File: config.mk
export PLATFORM = sky130hd
export DESIGN_NAME = rect_hit_table
export DESIGN_NICKNAME = d
export VERILOG_FILES = /design/src/design/rht_pkg.sv /design/src/design/rht_cell.sv /design/src/design/rect_hit_table.sv
export SDC_FILE = /design/constraint.sdc
export NUM_CORES = 2
export LEC_CHECK = 0
export CORE_UTILIZATION = 64
export CTS_CLUSTER_SIZE = 40
export DETAILED_ROUTE_END_ITERATION = 8
export DONT_BUFFER_PORTS = 1
export PLACE_DENSITY = 0.82
export SETUP_SLACK_MARGIN = 0.1
export SLEW_MARGIN = 10
export SYNTH_ARGS = -nofsm -noshare
export SYNTH_HDL_FRONTEND = slang
export SYNTH_SLANG_ARGS = --single-unit
File: constraint.sdc
create_clock -name clk_i -period 10.62 [get_ports clk_i]
set_clock_uncertainty 0.05 [all_clocks]
set_input_delay 0.531 -clock clk_i [delete_from_list [all_inputs] [get_ports clk_i]]
set_output_delay 0.531 -clock clk_i [all_outputs]
set_load 0.02 [all_outputs]
File: src/design/rht_pkg.sv
package rht_pkg;

  typedef enum logic [1:0] {
    CMD_APPEND = 2'd0,
    CMD_DELETE = 2'd1,
    CMD_QUERY  = 2'd2
  } rht_cmd_e;

  typedef enum logic [1:0] {
    ST_OK       = 2'd0,
    ST_FULL     = 2'd1,
    ST_NOTFOUND = 2'd2
  } rht_status_e;

  typedef struct packed {
    logic [1:0] command;
    logic [7:0] rect_id;
    logic [7:0] pos_x;
    logic [7:0] pos_y;
    logic [7:0] size_w;
    logic [7:0] size_h;
  } rht_in_t;

  typedef struct packed {
    logic [7:0] hit_id;
    logic [1:0] status;
    logic [5:0] entry_count;
  } rht_out_t;

  typedef struct packed {
    logic [7:0] id;
    logic [7:0] x;
    logic [7:0] y;
    logic [7:0] w;
    logic [7:0] h;
  } rht_rec_t;

  // scan token walking down the cell row
  typedef struct packed {
    logic       valid;
    logic       is_query;
    logic [7:0] key;
    logic [7:0] qx;
    logic [7:0] qy;
    logic [7:0] x2;
    logic [7:0] y2;
    logic       found;
    logic [7:0] hit_id;
  } rht_tok_t;

  // packed 16-bit add of (y:x) + (h:w); carry of the low byte reaches the high byte
  function automatic logic [15:0] far_corner(input logic [7:0] x, input logic [7:0] y,
                                             input logic [7:0] w, input logic [7:0] h);
    far_corner = {y, x} + {h, w};
  endfunction

endpackage

File: src/design/rht_cell.sv
module rht_cell (
  input  logic              clk_i,
  input  logic              rst_ni,
  input  logic              valid_i,
  input  logic              wr_i,
  input  rht_pkg::rht_rec_t wr_rec_i,
  input  rht_pkg::rht_rec_t next_rec_i,
  input  rht_pkg::rht_tok_t tok_i,
  output rht_pkg::rht_tok_t tok_o,
  output rht_pkg::rht_rec_t rec_o
);

  rht_pkg::rht_rec_t rec_q;
  rht_pkg::rht_tok_t tok_d, tok_q;
  logic [15:0]       far;
  logic              hit, match, shift;

  assign far   = rht_pkg::far_corner(rec_q.x, rec_q.y, rec_q.w, rec_q.h);
  assign hit   = valid_i && (tok_i.x2 >= rec_q.x) && (tok_i.y2 >= rec_q.y) &&
                 (far[7:0] > tok_i.qx) && (far[15:8] > tok_i.qy);
  assign match = valid_i && (rec_q.id == tok_i.key);
  assign shift = tok_i.valid && !tok_i.is_query && (tok_i.found || match);

  always_comb begin
    tok_d = tok_i;
    if (tok_i.is_query) begin
      if (!tok_i.found && hit) begin
        tok_d.found  = 1'b1;
        tok_d.hit_id = rec_q.id;
      end
    end else if (match) begin
      tok_d.found = 1'b1;
    end
  end

  always_ff @(posedge clk_i or negedge rst_ni) begin
    if (!rst_ni) begin
      tok_q <= '0;
    end else begin
      tok_q <= tok_d;
    end
  end

  always_ff @(posedge clk_i) begin
    if (wr_i) begin
      rec_q <= wr_rec_i;
    end else if (shift) begin
      rec_q <= next_rec_i;
    end
  end

  assign tok_o = tok_q;
  assign rec_o = rec_q;

endmodule

File: src/design/rect_hit_table.sv
// Ordered table of byte rectangles held in a row of CAPACITY cells, one record each.
// Append and unused commands do not scan: done_o pulses the cycle after the transfer.
// Delete and hit query send a token down the cell row, one cell per cycle: it is
// registered in tok0_q, then in each cell, and done_o is registered as it leaves
// the last cell. busy is high while a token is in flight. Each result shows on
// result_o with done_o; the receiver cannot stall it, so it must take every result.
module rect_hit_table #(
  parameter int CAPACITY = 32
) (
  input  logic              clk_i,
  input  logic              rst_ni,
  input  logic              start,
  output logic              busy,
  input  rht_pkg::rht_in_t  in_i,
  output logic              done_o,
  output rht_pkg::rht_out_t result_o
);

  localparam int CntW = $clog2(CAPACITY + 1);

  typedef enum logic {
    S_IDLE,
    S_SCAN
  } state_e;

  state_e            state_q;
  logic [CntW-1:0]   count_q, count_d;
  logic              done_q;
  rht_pkg::rht_out_t result_q;
  rht_pkg::rht_tok_t tok0_q;
  rht_pkg::rht_tok_t tok [CAPACITY+1];
  rht_pkg::rht_rec_t rec [CAPACITY];
  rht_pkg::rht_rec_t wr_rec;
  logic              accept, full, do_append, is_scan;
  logic [15:0]       qfar;
  logic [CntW+5:0]   cnt_ext;

  assign accept    = start && (state_q == S_IDLE);
  assign full      = count_q >= CntW'(CAPACITY);
  assign do_append = accept && (in_i.command == rht_pkg::CMD_APPEND) && !full;
  assign is_scan   = (in_i.command == rht_pkg::CMD_DELETE) ||
                     (in_i.command == rht_pkg::CMD_QUERY);
  assign qfar      = rht_pkg::far_corner(in_i.pos_x, in_i.pos_y, in_i.size_w, in_i.size_h);
  assign wr_rec    = '{id: in_i.rect_id, x: in_i.pos_x, y: in_i.pos_y,
                       w: in_i.size_w, h: in_i.size_h};

  assign tok[0] = tok0_q;

  for (genvar i = 0; i < CAPACITY; i++) begin : g_cell
    rht_cell u_cell (
      .clk_i     (clk_i),
      .rst_ni    (rst_ni),
      .valid_i   (count_q > CntW'(i)),
      .wr_i      (do_append && (count_q == CntW'(i))),
      .wr_rec_i  (wr_rec),
      .next_rec_i(rec[(i + 1 < CAPACITY) ? i + 1 : i]),
      .tok_i     (tok[i]),
      .tok_o     (tok[i+1]),
      .rec_o     (rec[i])
    );
  end

  always_comb begin
    count_d = count_q;
    if (do_append) begin
      count_d = count_q + CntW'(1);
    end else if (state_q == S_SCAN && tok[CAPACITY].valid && !tok[CAPACITY].is_query &&
                 tok[CAPACITY].found) begin
      count_d = count_q - CntW'(1);
    end
    cnt_ext = {6'd0, count_d};
  end

  always_ff @(posedge clk_i or negedge rst_ni) begin
    if (!rst_ni) begin
      state_q <= S_IDLE;
      count_q <= '0;
      done_q  <= 1'b0;
      tok0_q  <= '0;
    end else begin
      count_q <= count_d;
      unique case (state_q)
        S_IDLE: begin
          done_q       <= accept && !is_scan;
          tok0_q.valid <= accept && is_scan;
          if (accept) begin
            tok0_q.is_query <= (in_i.command == rht_pkg::CMD_QUERY);
            tok0_q.key      <= in_i.rect_id;
            tok0_q.qx       <= in_i.pos_x;
            tok0_q.qy       <= in_i.pos_y;
            tok0_q.x2       <= qfar[7:0] - 8'd1;
            tok0_q.y2       <= qfar[15:8] - 8'd1;
            tok0_q.found    <= 1'b0;
            tok0_q.hit_id   <= 8'd0;
          end
          if (accept && is_scan) begin
            state_q <= S_SCAN;
          end
        end
        S_SCAN: begin
          done_q       <= tok[CAPACITY].valid;
          tok0_q.valid <= 1'b0;
          if (tok[CAPACITY].valid) begin
            state_q <= S_IDLE;
          end
        end
      endcase
    end
  end

  always_ff @(posedge clk_i) begin
    if (accept) begin
      result_q.hit_id      <= 8'd0;
      result_q.status      <= (in_i.command == rht_pkg::CMD_APPEND && full) ?
                              rht_pkg::ST_FULL : rht_pkg::ST_OK;
      result_q.entry_count <= cnt_ext[5:0];
    end else if (state_q == S_SCAN && tok[CAPACITY].valid) begin
      result_q.entry_count <= cnt_ext[5:0];
      if (tok[CAPACITY].is_query) begin
        result_q.hit_id <= tok[CAPACITY].found ? tok[CAPACITY].hit_id : 8'd0;
        result_q.status <= rht_pkg::ST_OK;
      end else begin
        result_q.hit_id <= 8'd0;
        result_q.status <= tok[CAPACITY].found ? rht_pkg::ST_OK : rht_pkg::ST_NOTFOUND;
      end
    end
  end

  assign busy     = (state_q != S_IDLE);
  assign done_o   = done_q;
  assign result_o = result_q;

endmodule

==> qor.yml <==
synth:
  synth_top_area_share_pct: 27.4
  netlist_instances: 12090
  ys_warn_count: 0
  synth_top_area_cell: "dfrtp_1"
  synth_edf_count: 1288
  syn_nets: 13695
  syn-cell-area_um2: 150000
  synth-main-ff-cell: "dfrtp_1"
  synth_area_leaders: "dfrtp_1 27%, edfxtp_1 26%, ha_1 13%"
  async_flop_share_pct: 55.9
  synth.distinct_cells: 89
  ys_ff_latch: 2938
  syn_area_per_cell_um2: 12.4
  synth_seq_area_share_pct: 53.2
cts:
  htree_levels: 5
  clkTransAtPathRegs_ps: 60
  post_cts_resized: 0
  clkSinkCount: 2938
  cts_setup_buffers: 0
  clock_latency_ps: 960
  tritoncts: "built"
  max-clock-path-buffers: 4
  cts_buffers: 319
  holdBufCountCts: 86
  cts_root_buf: "clkbuf_16"
floorplan:
  coreArea_um2: 233000
  die_area_um2: 237000
  die_y_um: 486
  core.rowCount: 177
  ios: 63
  die_x_um: 486
  initial_core_util_pct: 64.5
setup_path:
  cp-start-kind: "flip-flop"
  worstRegToRegCells: 21
  critPathKind: "flip-flop to flip-flop"
  slowest_delay_ps: 750
  cpMaxStageDelayCell: "a211oi_1"
  path_buf_inv: 1
  critical_path_arrival_ps: 6610
  critPathMaxFanout: 8
  r2r_start: "g_cell[10].u_cell.rec_o[24]"
  required_ps: 11390
  crit_top_cell: "o21ai_0"
  end_kind: "flip-flop"
  r2r_setup_slack_ps: 4790
  crit_family: "compound AO/OA/AOI/OAI gates"
  path_cells: "ha_1, inv_1, fa_1, nor2b_1, o21ai_0, a21boi_0, o21ai_0, a21boi_0, o21ai_0, a21boi_0, o211ai_1, o311ai_0, ha_1, o21ai_0, nand2b_1, a21oi_1, o21ai_0, nand3_1, a211oi_1, nor2b_1, mux2_2"
  r2r-end: "g_cell[10].u_cell.tok_o[3]"
global_routing:
  grt_pass1_vias: 102885
  grt.total_usage_pct: 36.3
  antenna_found_initial: 45
  grt_overflow: 0
  grt_max_degree: 254
  grt_pass1_wl_um: 642000
sta:
  slew_headroom_pct: 14.9
  drv_slew: 0
  rsz0062_at_grt: "no"
  fin_setup_tns_ps: 0
  tightestPinTransition_ps: 1280
  fin_crit_ps: 5830
  fmax_mhz: 171
  hold_violations: 0
  holdWs_ps: 36.9
  setup_violations: 0
  finalCritPeriodShare_pct: 54.9
power:
  powerDensity_nw_per_um2: 209
  power_mw: 34.8
  p_leak_nw: 74.3
  peakVddDrop_uv: 183
finish:
  layout_commonest_cell: "dfrtp_1"
  layoutNonFillerInstCount: 15719
  final_nets: 13893
  area_delta_synth_final_pct: 10.9
  final_area_um2: 167000
  layout-drive-gt1-share_pct: 17.4
  layout_common_cells: "1,642 x dfrtp_1, 1,527 x ha_1, 1,438 x mux2_2"
placement:
  port_buffers: 0
  post-dp-hpwl_um: 283000
  placed_area_um2: 154000
  place_inst: 15008
  globalplace.congestion: 0.947
detailed_routing:
  drt-initial-drc-count: 9874
  wl_met2_um: 197000
  vias_per_cell: 6.33
  drt-total-wl_um: 428000
  routedWlPerCell_um: 27.2
  drtAntennaViolNets: 0
  dr_total_vias: 99477
  dr.pass1.iters: 8
  top_layer_used: "met5"
  met1Wirelength_um: 167000
  drc: 0
  wl_met3_um: 36800
hold_path:
  worstHoldPathType: "primary input to flip-flop"
  worstHoldStart: "start"
  worstHoldEndpoint: "tok[1649]"
  worstHoldPathCells: 4
flow_run:
  max_cap_violations: 0
status:
  outcome: "complete, no violations"
[how the worst max path moves through the flow]
stage          depth (start not counted)                   startpoint                         end
4_1_cts                               20  g_cell[12].u_cell.rec_o[24]  g_cell[12].u_cell.tok_o[1]
3_5_place_dp                          20  g_cell[12].u_cell.rec_o[24]  g_cell[12].u_cell.tok_o[1]
6_report                              21  g_cell[10].u_cell.rec_o[24]  g_cell[10].u_cell.tok_o[3]
2_1_floorplan                          8                   count_q[0]   g_cell[5].u_cell.rec_o[0]
5_1_grt                               21  g_cell[10].u_cell.rec_o[24]  g_cell[10].u_cell.tok_o[7]
3_3_place_gp                          20  g_cell[12].u_cell.rec_o[24]  g_cell[12].u_cell.tok_o[4]
[layer usage]
| layer | vias up | GRT usage, % |
|---|---|---|
| met3 | 1308 | 7.93 |
| met2 | 4459 | 56.9 |
| met4 | 16 | 20.4 |
| met1 | 50059 | 46.9 |
| met5 | - | 0 |
| li1 | 43635 | - |
[where the power goes]
group          switching (mW)  leakage (nW)  internal, mW  total [mW]
Clock                    4.62          5.16          6.69        11.3
Combinational            3.74          36.8          2.85        6.60
Sequential               2.48          32.3          14.4        16.9
Total                    10.8          74.3          24.0        34.8
[per-stage QoR]
step	util, %	setup WS [ps]
after floorplan	-	5610
after global placement	66.2	4890
after detailed placement	66.2	4860
after CTS	71.4	4830
after global routing	71.5	4370
final	71.5	4790
[logic make-up after synthesis]
family | count (synthesis) | synth area share [%]
DFF | 2938 | 53.2
AOI/OAI and AO/OA | 1970 | 8.44
and+or+nand+nor | 1946 | 6.69
buffers and inverters | 1608 | 4.03
adders and majority gates | 1560 | 13.2
muxes | 1443 | 10.8
xor gates and xnor gates | 625 | 3.64
[cells in the mapped netlist, types with 12 or more instances]
cell type	number
a2111oi_0	48
a211oi_1	41
a21boi_0	94
a21o_1	344
a21oi_1	435
a31oi_1	44
and2_1	48
and3_1	34
buf_1	120
buf_2	19
clkbuf_1	160
dfrtp_1	1642
edfxtp_1	1288
fa_1	33
ha_1	1527
inv_1	1309
mux2_2	1438
nand2_1	418
nand2b_1	211
nand3_1	159
nand4_1	165
nor2_1	382
nor2b_1	170
nor3_1	154
nor4_1	54
nor4b_1	19
o2111ai_1	19
o211ai_1	40
o21a_1	144
o21ai_0	543
o221ai_1	14
o22ai_1	25
o311a_1	12
o311ai_0	55
or2_2	24
or3_1	29
or4_1	36
xnor2_1	414
xor2_1	211
[flip-flops by register name, indices dropped and copies added (netlist names)]
signal,cells
busy,1
count_q,6
done_o,1
g_cell.u_cell.rec_o,1280
g_cell.u_cell.tok_o,1592
result_o,16
tok,42
[final cells by class]
type	instances	area (um2)
multi-input cells	7544	64600
fillers	15010	66500
well taps	3132	3920
diodes	54	135
inverters	1309	4910
flip-flops and latches	2938	79900
clock buffers	448	9160
repair buffers	176	2450
clock inverters	118	1360
[worst register-to-register path, stage by stage (launching register included)]
cell,delay [ps]
edfxtp_1,430
ha_1,230
inv_1,80
fa_1,220
nor2b_1,70
o21ai_0,250
a21boi_0,180
o21ai_0,250
a21boi_0,160
o21ai_0,450
a21boi_0,210
o211ai_1,190
o311ai_0,170
ha_1,330
o21ai_0,90
nand2b_1,70
a21oi_1,70
o21ai_0,230
nand3_1,120
a211oi_1,750
nor2b_1,720
mux2_2,420
Note: power is estimated with default switching activity, not from simulation.
